<file path="src/rtl/c2d_pkg.sv">
// Shared types and constants for the streaming 4x4 convolution core.
package c2d_pkg;

   localparam int KSIZE      = 4;
   localparam int LINES      = KSIZE - 1;
   localparam int PIX_W      = 8;
   localparam int COEF_W     = 16;
   localparam int KREG_W     = KSIZE * COEF_W;
   localparam int KREG_IDX_W = 2;
   localparam int SUM_W      = 28;
   localparam int IDX_W      = 5;
   localparam int PROD_W     = 24;
   localparam int PSUM_W     = 26;
   localparam int QDEPTH     = 4;
   localparam int QPTR_W     = $clog2(QDEPTH);
   localparam int QCNT_W     = $clog2(QDEPTH + 1);

   typedef logic [KSIZE-1:0][KREG_W-1:0] kernel_type;
   typedef logic [KSIZE-1:0][KSIZE-1:0][PIX_W-1:0] window_type;

   typedef struct packed {
      logic [PIX_W-1:0] pixel;
   } req_payload_type;

   typedef struct packed {
      logic signed [SUM_W-1:0] conv_sum;
      logic [IDX_W-1:0]        out_row;
      logic [IDX_W-1:0]        out_col;
      logic                    last_of_image;
   } rsp_payload_type;

   // One full window handed from the front end to the arithmetic back end.
   typedef struct packed {
      window_type       win;
      logic [IDX_W-1:0] out_row;
      logic [IDX_W-1:0] out_col;
      logic             last_of_image;
   } win_item_type;

   typedef struct packed {
      logic         push;
      win_item_type item;
   } q_push_type;

   typedef struct packed {
      logic              not_empty;
      logic [QCNT_W-1:0] count;
   } q_status_type;

endpackage

</file>
<file path="src/rtl/c2d_queue.sv">
// Short FIFO of complete windows between the front end and the back end.
module c2d_queue (
   input  logic                  clock,
   input  logic                  reset,
   input  c2d_pkg::q_push_type   q_push,
   input  logic                  pop,
   output c2d_pkg::win_item_type head,
   output c2d_pkg::q_status_type q_status
);
   import c2d_pkg::*;

   win_item_type      store_ff [QDEPTH];
   logic [QPTR_W-1:0] wr_ptr_ff, wr_ptr_in;
   logic [QPTR_W-1:0] rd_ptr_ff, rd_ptr_in;
   logic [QCNT_W-1:0] count_ff, count_in;
   logic              do_pop;

   assign do_pop = pop && (count_ff != '0);

   always_comb begin
      wr_ptr_in = q_push.push ? wr_ptr_ff + 1'b1 : wr_ptr_ff;
      rd_ptr_in = do_pop ? rd_ptr_ff + 1'b1 : rd_ptr_ff;
      count_in  = count_ff + QCNT_W'(q_push.push) - QCNT_W'(do_pop);
   end

   always_ff @(posedge clock) begin
      if (reset) begin
         wr_ptr_ff <= '0;
         rd_ptr_ff <= '0;
         count_ff  <= '0;
      end else begin
         wr_ptr_ff <= wr_ptr_in;
         rd_ptr_ff <= rd_ptr_in;
         count_ff  <= count_in;
      end
   end

   always_ff @(posedge clock) begin
      if (q_push.push) begin
         store_ff[wr_ptr_ff] <= q_push.item;
      end
   end

   assign head               = store_ff[rd_ptr_ff];
   assign q_status.count     = count_ff;
   assign q_status.not_empty = (count_ff != '0);
endmodule

</file>
<file path="config.mk">
export PLATFORM = sky130hd
export DESIGN_NAME = c2d_queue
export DESIGN_NICKNAME = d
export VERILOG_FILES = /design/src/rtl/c2d_pkg.sv /design/src/rtl/c2d_queue.sv
export SDC_FILE = /design/constraint.sdc
export NUM_CORES = 1
export LEC_CHECK = 0
export ABC_AREA = 1
export BUFFER_PORTS_ARGS = -buffer_cell sky130_fd_sc_hd__buf_2
export CAP_MARGIN = 20
export CORE_UTILIZATION = 61
export DETAILED_ROUTE_END_ITERATION = 16
export PLACE_DENSITY = 0.91
export SKIP_CTS_REPAIR_TIMING = 1
export SYNTH_ARGS = -nofsm -noshare
export SYNTH_HDL_FRONTEND = slang
export SYNTH_SLANG_ARGS = --single-unit
</file>
<file path="constraint.sdc">
create_clock -name clock -period 6.45 [get_ports clock]
set_input_delay 0.9675 -clock clock [delete_from_list [all_inputs] [get_ports clock]]
set_output_delay 0.9675 -clock clock [all_outputs]
set_load 0.03 [all_outputs]
</file>
== Yosys cells after proc, flatten, opt, wreduce, memory -nomap -nowiden ==
Memories as Yosys holds them, arrays and structs flattened. A register that Yosys moved wholly into a read port is not among the register bits.
Index checks and enable logic that the tools add are counted.

* Register bits: 7
* Memory bits (writable): 556
* Bits of input ports: 143
* Memories kept: 1

{| class="wikitable"
|+ Memory list
! name !! words !! width !! rd ports !! clocked after Yosys merged registers in !! write ports !! line !! text
|-
| store_ff || 4 || 139 || 1 || 1 || 1 || c2d_queue.sv:12 || <nowiki>win_item_type store_ff [QDEPTH];</nowiki>
|}

* $add $sub $neg: 4
* Muxes and demuxes: 4
* Reductions and logical operators: 2

{| class="wikitable"
|+ Operator list
! kind !! count
|-
| $add 2x1->2 const B || 2
|-
| $mux 2 || 2
|-
| $add 3x1->3 || 1
|-
| $reduce_bool 3->1 || 1
|-
| $sub 3x1->3 || 1
|-
| $mux 1 || 2
|-
| $logic_and 1x1->1 || 1
|}

== Logic depth before layout (Yosys ltp) ==
* Depth in word-level cells: 4
* Mapped depth: 9
* Depth with buffers taken out: 9

== Least setup slack after synthesis ==
No wires, ideal clock.

* Kind: input -> register
* From: input port q_push[139] (netlist bit)
* To: memory store_ff[0][0] (netlist bit), enable pin
* Setup time: 0.492 ns
* Data arrival time: 3.677 ns
* Path slack: 2.281 ns
* Cell stages on the path: 2
* Buffers on the path: 0
* Path through: nand2_1 > inv_1

* Word-level cells in the longest chain between the ends: 2

{| class="wikitable"
|+ Ends and longest elaborated chain
! item !! line !! text
|-
| from (decl) || c2d_queue.sv:5 || <nowiki>input c2d_pkg::q_push_type q_push,</nowiki>
|-
| $mux 1 || c2d_queue.sv:39 || <nowiki>if (q_push.push) begin</nowiki>
|-
| $mux 1 (implied by the code) || c2d_queue.sv:40 || <nowiki>store_ff[wr_ptr_ff] <= q_push.item;</nowiki>
|-
| to (decl) || c2d_queue.sv:12 ||
|}

Every way passes these cells.

==> impl_metrics.env <==
export IMPL_crit_fanout=102
export IMPL_hold_depth=2
export IMPL_crit_slowest_cell="dfxtp_4"
export IMPL_syn_num_nets=1555
export IMPL_antenna_left=0
export IMPL_num_vias=13100
export IMPL_seq_area_frac_synth_pct=80.0
export IMPL_final_period_utilization_pct=68.4
export IMPL_numCtsBuffers=53
export IMPL_rows=67
export IMPL_grt_pass1_vias=13000
export IMPL_nNetsFinal=1814
export IMPL_dr_first_iter_drc_count=1296
export IMPL_worst_ep_required_time_ns=5.48
export IMPL_clock_sinks=565
export IMPL_gr_total_overflow=0
export IMPL_final_cell_area_sq_um=24200
export IMPL_cp_arrival_ns=3.44
export IMPL_worstHoldPathType="flop to flop"
export IMPL_grt_setup_unrepaired="no"
export IMPL_syn_cell_area_sq_um=21100
export IMPL_hold_violations=0
export IMPL_vias_per_cell=6.08
export IMPL_synth_top_cell_by_area="edfxtp_1"
export IMPL_setup_viol=0
export IMPL_cts_tree="done"
export IMPL_die_width_um=188
export IMPL_area_growth_pct=14.6
export IMPL_ys_ff_latch=565
export IMPL_grt_max_degree=134
export IMPL_power_density_nw_per_um2=395
export IMPL_p_leak_nw=8.41
export IMPL_synthDistinctLibCells=20
export IMPL_drive_above_1_share_pct=21.9
export IMPL_fin_tns_setup_ns=0
export IMPL_final_util_pct=71.5
export IMPL_tightest_slew_ns=1.06
export IMPL_synth_avg_cell_area_sq_um=15.0
export IMPL_design_core_area_sq_um=33800
export IMPL_grt_util_all_layers_pct=26.1
export IMPL_wl_um=46700
export IMPL_ir_drop_mv=0.328
export IMPL_cp_top_family="buffers and inverters"
export IMPL_reg2regPathDepth=5
export IMPL_cp_start_kind="flop"
export IMPL_start_util_pct=62.4
export IMPL_max_cap_violations=0
export IMPL_cts_root_buf="clkbuf_16"
export IMPL_portBuffers=285
export IMPL_power_mw=9.54
export IMPL_cp_num_cells=4
export IMPL_grt_antenna_before_repair=10
export IMPL_cp_buffers_inverters=2
export IMPL_yosys_warnings=0
export IMPL_fp_dieH_um=188
export IMPL_whs_ns=0.498
export IMPL_crit_chain="buf_4 > o21ai_0 > o22ai_1 > buf_2"
export IMPL_skew_ns=0.0147
export IMPL_clock_path_buffers=3
export IMPL_synth_area_top_cells="edfxtp_1 79%, o21ai_0 6.0%, nor2_1 5.1%"
export IMPL_crit_path_max_incr_delay_ns=0.92
export IMPL_clk_latency_ns=0.57
export IMPL_rrSetupSlack_ns=3.86
export IMPL_grt_pass1_wl_um=70500
export IMPL_synthCells=1405
export IMPL_io_pin_count=286
export IMPL_relSlewSlack_pct=29.1
export IMPL_critical_path_class="flop to primary output"
export IMPL_clkTransAtPathRegs_ns=0.06
export IMPL_drc=0
export IMPL_status="finished, final reports clean"
export IMPL_h_tree_depth=2
export IMPL_dr_pass1_iters=6
export IMPL_critPathCaptureType="primary output"
export IMPL_hpwl_um=25100
export IMPL_fin_crit_ns=4.41
export IMPL_report_final_slew_viol_count=0
export IMPL_fmax_ghz=0.227
export IMPL_synth_top_cell_area_share_pct=79.2
export IMPL_die_area_sq_um=35300
export IMPL_gp_congestion=0.771
export IMPL_place_area_sq_um=22600
export IMPL_routedWlPerCell_um=21.7
==> cell usage in the layout, fill, tap and decap left out <==
cell / instances
a21boi_0: 1
a21oi_1: 5
buf_2: 285
buf_4: 10
bufinv_16: 3
clkbuf_1: 10
clkbuf_16: 53
clkinv_1: 12
clkinv_2: 8
clkinvlp_4: 5
dfxtp_1: 7
dfxtp_4: 2
diode_2: 6
edfxtp_1: 556
fa_1: 1
ha_1: 6
inv_1: 12
inv_4: 1
inv_6: 4
inv_8: 1
nand2_1: 12
nand3_1: 2
nor2_1: 285
o21ai_0: 251
o21ai_1: 29
o22ai_1: 139
==> registers in the layout, indices dropped and copies added, names as in the netlist, named ones only <==
signal,count
store_ff,556
count_ff,3
rd_ptr_ff,2
wr_ptr_ff,2
==> layer usage <==
metal / GRT usage [%] / up-vias / part of all wire, %
met5: 0 / - / 0.24
li1: - / 5826 / -
met4: 7.19 / 16 / 2.0
met3: 7.24 / 91 / 10
met2: 44.8 / 701 / 51
met1: 32.6 / 6460 / 36
==> power breakdown <==
| part | internal (mW) | switching [mW] | leakage [nW] |
|---|---|---|---|
| clock | 1.62 | 1.26 | 0.758 |
| sequential | 4.21 | 0.109 | 5.18 |
| combinational | 0.576 | 1.77 | 2.47 |
==> worst min-delay path: cells and delay by family, from the launching register on <==
family	cells	cell delay, ns
AO/OA/AOI/OAI	1	0.06
AND/OR/NAND/NOR	1	0.08
flip-flops	1	0.33
==> worst paths after layout <==
path	startpoint	end
worst min register to register	rd_ptr_ff[0]$_SDFFE_PP0P_	rd_ptr_ff[0]$_SDFFE_PP0P_
worst max register to register	wr_ptr_ff[0]$_SDFFE_PP0P_	store_ff[0][80]$_DFFE_PP_
worst min-delay path	rd_ptr_ff[0]$_SDFFE_PP0P_	rd_ptr_ff[0]$_SDFFE_PP0P_
worst max-delay path	flop	head[131]
==> area by class of cell <==
| type | count | area [sq um] |
|---|---|---|
| clock buffers | 63 | 1360 |
| inverters | 18 | 97.6 |
| repair buffers | 295 | 1500 |
| well taps | 448 | 561 |
| clock inverters | 28 | 213 |
| fillers | 2001 | 9630 |
| multi-input cells | 731 | 3520 |
| flip-flops and latches | 565 | 16900 |
| diodes | 6 | 15.0 |
==> synth_stat cells, drive strengths merged <==
master  instances
clkbuf         44
edfxtp        556
ha              6
nand3           2
buf            47
o21ai         280
a21boi          1
o22ai         139
a21oi           5
inv            18
fa              1
dfxtp           9
nor2          285
nand2          12
==> cell families (layout without fill, tap and decap cells) <==
family	after synthesis	count (layout)	share of synthesized area [%]
AO/OA/AOI/OAI	425	425	10.9
adder cells (fa/ha/maj)	7	7	0.451
buffers and inverters	109	404	3.26
AND/OR/NAND/NOR	299	299	5.33
other	0	6	0
flip-flops	565	565	80.0
==> metrics by stage <==
| step | worst slack [ns] | std cells |
|---|---|---|
| after floorplan | 2.28 | 1405 |
| after global placement | 2.85 | 2057 |
| after detailed placement | 2.71 | 2057 |
| after CTS | 2.01 | 2148 |
| after global routing | 1.82 | 2148 |
| final | 2.04 | 2154 |
(Power assumes the default switching activity.)
