`config.mk`:
```
export PLATFORM = sky130hd
export DESIGN_NAME = c2d_back_flat
export DESIGN_NICKNAME = d
export VERILOG_FILES = /design/src/rtl/c2d_pkg.sv /design/src/rtl/c2d_stream_if.sv /design/src/rtl/c2d_back.sv /design/src/flat_wrapper.sv
export SDC_FILE = /design/constraint.sdc
export NUM_CORES = 1
export LEC_CHECK = 0
export BUFFER_PORTS_ARGS = -buffer_cell sky130_fd_sc_hd__buf_2
export CORE_AREA = 5 5 154 156
export CTS_BUF_LIST = sky130_fd_sc_hd__clkbuf_16
export CTS_CLUSTER_SIZE = 25
export DETAILED_ROUTE_END_ITERATION = 8
export DIE_AREA = 0 0 159 161
export GPL_ROUTABILITY_DRIVEN = 0
export SLEW_MARGIN = 20
export SYNTH_ARGS = -nofsm -noshare
export SYNTH_HDL_FRONTEND = slang
export SYNTH_SLANG_ARGS = --single-unit
```
`constraint.sdc`:
```
create_clock -name clock -period 1.3 [get_ports clock]
set_clock_uncertainty 0.15 [all_clocks]
set_input_delay 0.26 -clock clock [delete_from_list [all_inputs] [get_ports clock]]
set_output_delay 0.26 -clock clock [all_outputs]
set_load 0.005 [all_outputs]
```
`src/rtl/c2d_pkg.sv`:
```
// Shared types and constants for the streaming 4x4 convolution core.
package c2d_pkg;

   localparam int KSIZE      = 4;
   localparam int LINES      = KSIZE - 1;
   localparam int PIX_W      = 8;
   localparam int COEF_W     = 16;
   localparam int KREG_W     = KSIZE * COEF_W;
   localparam int KREG_IDX_W = 2;
   localparam int SUM_W      = 28;
   localparam int IDX_W      = 5;
   localparam int PROD_W     = 24;
   localparam int PSUM_W     = 26;
   localparam int QDEPTH     = 4;
   localparam int QPTR_W     = $clog2(QDEPTH);
   localparam int QCNT_W     = $clog2(QDEPTH + 1);

   typedef logic [KSIZE-1:0][KREG_W-1:0] kernel_type;
   typedef logic [KSIZE-1:0][KSIZE-1:0][PIX_W-1:0] window_type;

   typedef struct packed {
      logic [PIX_W-1:0] pixel;
   } req_payload_type;

   typedef struct packed {
      logic signed [SUM_W-1:0] conv_sum;
      logic [IDX_W-1:0]        out_row;
      logic [IDX_W-1:0]        out_col;
      logic                    last_of_image;
   } rsp_payload_type;

   // One full window handed from the front end to the arithmetic back end.
   typedef struct packed {
      window_type       win;
      logic [IDX_W-1:0] out_row;
      logic [IDX_W-1:0] out_col;
      logic             last_of_image;
   } win_item_type;

   typedef struct packed {
      logic         push;
      win_item_type item;
   } q_push_type;

   typedef struct packed {
      logic              not_empty;
      logic [QCNT_W-1:0] count;
   } q_status_type;

endpackage

```
`src/rtl/c2d_stream_if.sv`:
```
// Valid/ready stream channel carrying one payload per request.
interface c2d_stream_if #(parameter type payload_type = logic) ();
   logic        valid;
   logic        ready;
   payload_type payload;

   modport source (output valid, output payload, input ready);
   modport sink (input valid, input payload, output ready);
endinterface

```
`src/rtl/c2d_back.sv`:
```
// Back end: multiplies the window by the kernel and sums the products over two stages.
module c2d_back (
   input  logic                  clock,
   input  logic                  reset,
   input  c2d_pkg::kernel_type   kernel,
   input  c2d_pkg::win_item_type head,
   input  c2d_pkg::q_status_type q_status,
   output logic                  pop,
   c2d_stream_if.source          rsp_chan
);
   import c2d_pkg::*;

   localparam int TAPS = KSIZE * KSIZE;

   logic                      enable;
   logic                      a_valid_ff;
   logic signed [PROD_W-1:0]  a_prod_ff [TAPS];
   logic signed [PROD_W-1:0]  a_prod_in [TAPS];
   logic [IDX_W-1:0]          a_row_ff, a_col_ff;
   logic                      a_last_ff;
   logic                      b_valid_ff;
   logic signed [PSUM_W-1:0]  b_psum_ff [KSIZE];
   logic signed [PSUM_W-1:0]  b_psum_in [KSIZE];
   logic [IDX_W-1:0]          b_row_ff, b_col_ff;
   logic                      b_last_ff;
   logic                      out_valid_ff;
   rsp_payload_type           out_ff, out_in;

   // The whole pipeline moves whenever the output register is free or being taken.
   assign enable = !out_valid_ff || rsp_chan.ready;
   assign pop    = enable && q_status.not_empty;

   always_comb begin
      logic signed [PIX_W:0]          px_s;
      logic signed [COEF_W-1:0]       cf;
      logic signed [PIX_W+COEF_W-1:0] full;
      px_s = '0;
      cf   = '0;
      full = '0;
      for (int m = 0; m < KSIZE; m++) begin
         for (int n = 0; n < KSIZE; n++) begin
            px_s = signed'({1'b0, head.win[m][n]});
            cf   = signed'(kernel[m][n*COEF_W +: COEF_W]);
            full = px_s * cf;
            a_prod_in[m*KSIZE+n] = full[PROD_W-1:0];
         end
      end
   end

   always_comb begin
      for (int g = 0; g < KSIZE; g++) begin
         b_psum_in[g] = PSUM_W'(a_prod_ff[g*KSIZE]) + PSUM_W'(a_prod_ff[g*KSIZE+1])
                      + PSUM_W'(a_prod_ff[g*KSIZE+2]) + PSUM_W'(a_prod_ff[g*KSIZE+3]);
      end
      out_in.conv_sum = SUM_W'(b_psum_ff[0]) + SUM_W'(b_psum_ff[1])
                      + SUM_W'(b_psum_ff[2]) + SUM_W'(b_psum_ff[3]);
      out_in.out_row       = b_row_ff;
      out_in.out_col       = b_col_ff;
      out_in.last_of_image = b_last_ff;
   end

   always_ff @(posedge clock) begin
      if (reset) begin
         a_valid_ff   <= 1'b0;
         b_valid_ff   <= 1'b0;
         out_valid_ff <= 1'b0;
      end else if (enable) begin
         a_valid_ff   <= q_status.not_empty;
         b_valid_ff   <= a_valid_ff;
         out_valid_ff <= b_valid_ff;
      end
   end

   always_ff @(posedge clock) begin
      if (enable) begin
         a_prod_ff <= a_prod_in;
         a_row_ff  <= head.out_row;
         a_col_ff  <= head.out_col;
         a_last_ff <= head.last_of_image;
         b_psum_ff <= b_psum_in;
         b_row_ff  <= a_row_ff;
         b_col_ff  <= a_col_ff;
         b_last_ff <= a_last_ff;
         out_ff    <= out_in;
      end
   end

   assign rsp_chan.valid   = out_valid_ff;
   assign rsp_chan.payload = out_ff;
endmodule

```
`src/flat_wrapper.sv`:
```
// flat-port wrapper written by rule: the top's interface ports become plain ports
module c2d_back_flat import c2d_pkg::*;
  (clock, reset, kernel, head, q_status, pop, rsp_chan_valid, rsp_chan_payload, rsp_chan_ready);
  c2d_stream_if rsp_chan_i ();
  input  logic clock;
  input  logic reset;
  input  c2d_pkg::kernel_type kernel;
  input  c2d_pkg::win_item_type head;
  input  c2d_pkg::q_status_type q_status;
  output logic pop;
  output wire logic [$bits(rsp_chan_i.valid)-1:0] rsp_chan_valid;
  output wire logic [$bits(rsp_chan_i.payload)-1:0] rsp_chan_payload;
  input wire logic [$bits(rsp_chan_i.ready)-1:0] rsp_chan_ready;
  assign rsp_chan_valid = rsp_chan_i.valid;
  assign rsp_chan_payload = rsp_chan_i.payload;
  assign rsp_chan_i.ready = rsp_chan_ready;
  c2d_back u_core (.clock(clock), .reset(reset), .kernel(kernel), .head(head), .q_status(q_status), .pop(pop), .rsp_chan(rsp_chan_i));
endmodule
```
### Word level (Yosys, flattened, before mapping)

Cells that the tools add are included.

| word-level totals | value |
|---|---|
| flip-flop bits (word level) | 6 |
| input bits | 402 |
| output and inout bits | 3 |
| logic and storage cells | 9 |

| cells by class | value |
|---|---|
| reduce and logical (&&, ||, !) cells | 3 |

Operator list:

| cell | count |
|---|---|
| 1-bit logical AND | 1 |
| 1-bit zero test | 1 |
| 1-bit logical OR | 1 |

### Logic depth before layout (Yosys ltp)

| depth | value |
|---|---|
| depth in word-level cells | 3 |
| gate-level depth with buffers | 3 |

### Least setup slack after synthesis

OpenSTA, ideal clock, no wires.

| timing | value |
|---|---|
| path kind | register to output |
| start | register u_core.out_valid_ff (netlist: u_core.rsp_chan.valid) |
| end | output port pop |
| arrival | 698 ps |
| required time | 890 ps |
| path slack | 192 ps |
| stages on the path, launching flop included | 4 |
| path buffers | 1 |
| cells stage by stage | dfxtp_1 > nand2b_4 > buf_6 > and2_1 |

| on the way | value |
|---|---|
| word-level cells in the longest chain between the ends | 3 |

RTL lines:

| what | line | text |
|---|---|---|
| start: declaration | c2d_back.sv:26 | `logic out_valid_ff;` |
| start signal: assignment | c2d_back.sv:70 | `out_valid_ff <= b_valid_ff;` |
| 1-bit zero test | c2d_back.sv:30 | `assign enable = !out_valid_ff \|\| rsp_chan.ready;` |
| 1-bit logical OR | c2d_back.sv:30 |  |
| via u_core.enable | c2d_back.sv:15 | `logic enable;` |
| 1-bit logical AND | c2d_back.sv:31 | `assign pop = enable && q_status.not_empty;` |
| end: declaration | flat_wrapper.sv:10 | `output logic pop;` |

The timed path passes the listed nets, and every way through them passes these cells.

### Worst setup path after layout

| timing | value |
|---|---|
| start | register u_core.out_valid_ff (netlist: u_core.rsp_chan.valid) |
| end | output port pop |

| on the way | value |
|---|---|
| word-level cells in the longest chain between the ends | 3 |

RTL lines:

| what | line |
|---|---|
| 1-bit zero test | c2d_back.sv:30 |
| 1-bit logical OR | c2d_back.sv:30 |
| 1-bit logical AND | c2d_back.sv:31 |

Every way passes these cells.

==> flow_summary.yaml <==
logic_synthesis:
  yosys_register_bits: 6
  yosys_warnings: 0
  synthSimpleGateAreaFrac: 0.169
  synth_fa_ha_area_frac: 0
  syn_inst: 16
  syn_area_um2: 229
  ys_seq_area_frac: 0.656
  synth-compound-area-share: 0.0219
  avgSynthCellArea_um2: 14.3
  synth_mux_area_frac: 0.0874
  ys_types: 9
  syn_nets: 418
  synth_top_family_by_area: "simple AND/OR/NAND/NOR gates"
  synth_xor_area_frac: 0
worst_setup_path:
  worstPathArrival_ns: 0.86
  required_ns: 0.89
  crit_type: "reg2out"
  crit_path_end_kind: "output port"
  path_max_fanout: 2
  ff2ff_setup_slack_ns: 0.33
  crit_path_start_kind: "register"
clocking:
  clock_latency_ns: 0.23
  clkTransAtPathRegs_ns: 0.04
  hold_buffers: 0
  htreeDepth: 1
  cts_root_buffer: "clkbuf_16"
  clockBufferDepth: 2
  tritoncts: "built"
  cts_buffers: 3
  numClockSinks: 6
floorplanning:
  die_x_um: 159
  die_area_um2: 25600
  rows: 55
  num_io_pins: 405
  core_area_um2: 22200
  start_util: 0.0103
  fp.dieH_um: 161
sta:
  setup_viol_count_final: 0
  tightest_slew_ns: 0.109
  whs_ns: 0.0559
  rsz0062_at_grt: "true"
  period_needed_ns: 1.27
  relSlewSlack: 0.925
  hold_violations: 0
  finalCritPeriodShare: 0.979
  drv_slew: 0
  max_freq_mhz: 786
placement:
  dpl_cell_area_um2: 617
  io_buffers: 7
layout:
  stdcell_area_um2: 706
  area.growth.synth_to_final_pct: 208
  post-route-util: 0.0317
  drive_gt1_frac: 0.519
  final_nets: 430
  layout_common_cells: "6 x buf_2, 3 x nand2b_1, 3 x clkbuf_16, 3 x edfxtp_1"
  layout_commonest_cell: "buf_2"
  n_antenna_cell: 0
pwr:
  power_density_nw_per_um2: 1060
  cellLeakagePower_nw: 0.173
  vdd_drop_max_mv: 0.594
route:
  dr_total_vias: 152
  viasPerCell: 0.487
  drc: 0
  drtIter0Drc: 2
  ant_nets: 0
  wirelength_um: 407
  wl_per_cell_um: 1.30
  dr.pass1.iters: 2
global_route:
  grt_overflow: 0
  grt_max_degree: 7
  grt_pass1_vias: 156
  grtUsageTotal: 0.00342
  antenna_found_initial: 0
  grt_pass1_wl_um: 607
flow_run:
  max_cap_violations: 0
status:
  outcome: "finished, final reports clean"
hold_path:
  hold_class: "in2reg"
[area by class of cell]
class | count | area, µm²
Clock inverter | 1 | 3.75
Tap cell | 285 | 357
Multi-Input combinational cell | 8 | 66.3
Fill cell | 2629 | 21500
Sequential cell | 6 | 151
Inverter | 1 | 3.75
Clock buffer | 3 | 75.1
Timing Repair Buffer | 8 | 48.8
[flip-flops by register name, summed over array words and instances, names as in the netlist]
| name | count |
|---|---|
| u_core.a_last_ff | 1 |
| u_core.a_valid_ff | 1 |
| u_core.b_last_ff | 1 |
| u_core.b_valid_ff | 1 |
| u_core.rsp_chan.payload | 1 |
| u_core.rsp_chan.valid | 1 |
[synthesized netlist by cell type]
cell / n / area share
nand2b_4: 1 / 0.060
a21oi_1: 1 / 0.022
mux2i_1: 2 / 0.087
inv_1: 1 / 0.016
edfxtp_1: 3 / 0.39
nand2b_1: 3 / 0.082
and2_1: 1 / 0.027
dfxtp_1: 3 / 0.26
buf_6: 1 / 0.049
[logic make-up (layout without fill, tap and decap cells)]
family                 Yosys count  after routing
muxes                            2              2
DFF                              6              6
buffers and inverters            2             13
and+or+nand+nor                  5              5
AOI/OAI and AO/OA                1              1
[through the flow]
stage                     worst slack [ns]  setup TNS [ns]  instances  total power, mW
after detailed placement             0.150               0        308            0.245
after floorplan                      0.192               0         16            0.231
after global placement               0.152               0        308            0.245
after CTS                          0.00934               0        312            0.755
after global routing              -0.00147        -0.00147        312            0.780
final                               0.0270               0        312            0.751
[routing by layer]
metal  up-vias  GRT usage  routed length, µm
li1         75          -                  -
met1        66    0.00293                169
met2        11    0.00365                172
met3         0    0.00357                 65
met4         0    0.00465                  0
met5         -          0                  0
[critical path, stage by stage (launching register included)]
cell and delay [ns]:
dfxtp_2 0.34, nand2b_4 0.06, and2_4 0.13, buf_6 0.10
[power breakdown]
part           internal (mW)  switching, mW
logic                 0.0195         0.0110
clock network          0.399          0.105
registers              0.212        0.00424
[what timing repair did]
item / 4_1_cts / 5_1_grt
pin swaps: 1 / 0
setup buffers: 0 / 0
setup endpoints to repair: 1 / 1
resized for setup: 1 / 2
[final timing paths]
kind | from | cells past startpoint | end
setup / recovery | u_core.rsp_chan.valid | 3 | pop
hold / removal | head[0] | 1 | u_core.a_last_ff
setup reg to reg | u_core.rsp_chan.valid | 2 | u_core.b_last_ff
hold reg to reg | u_core.a_last_ff | 0 | u_core.b_last_ff
(Power assumes the default switching activity.)
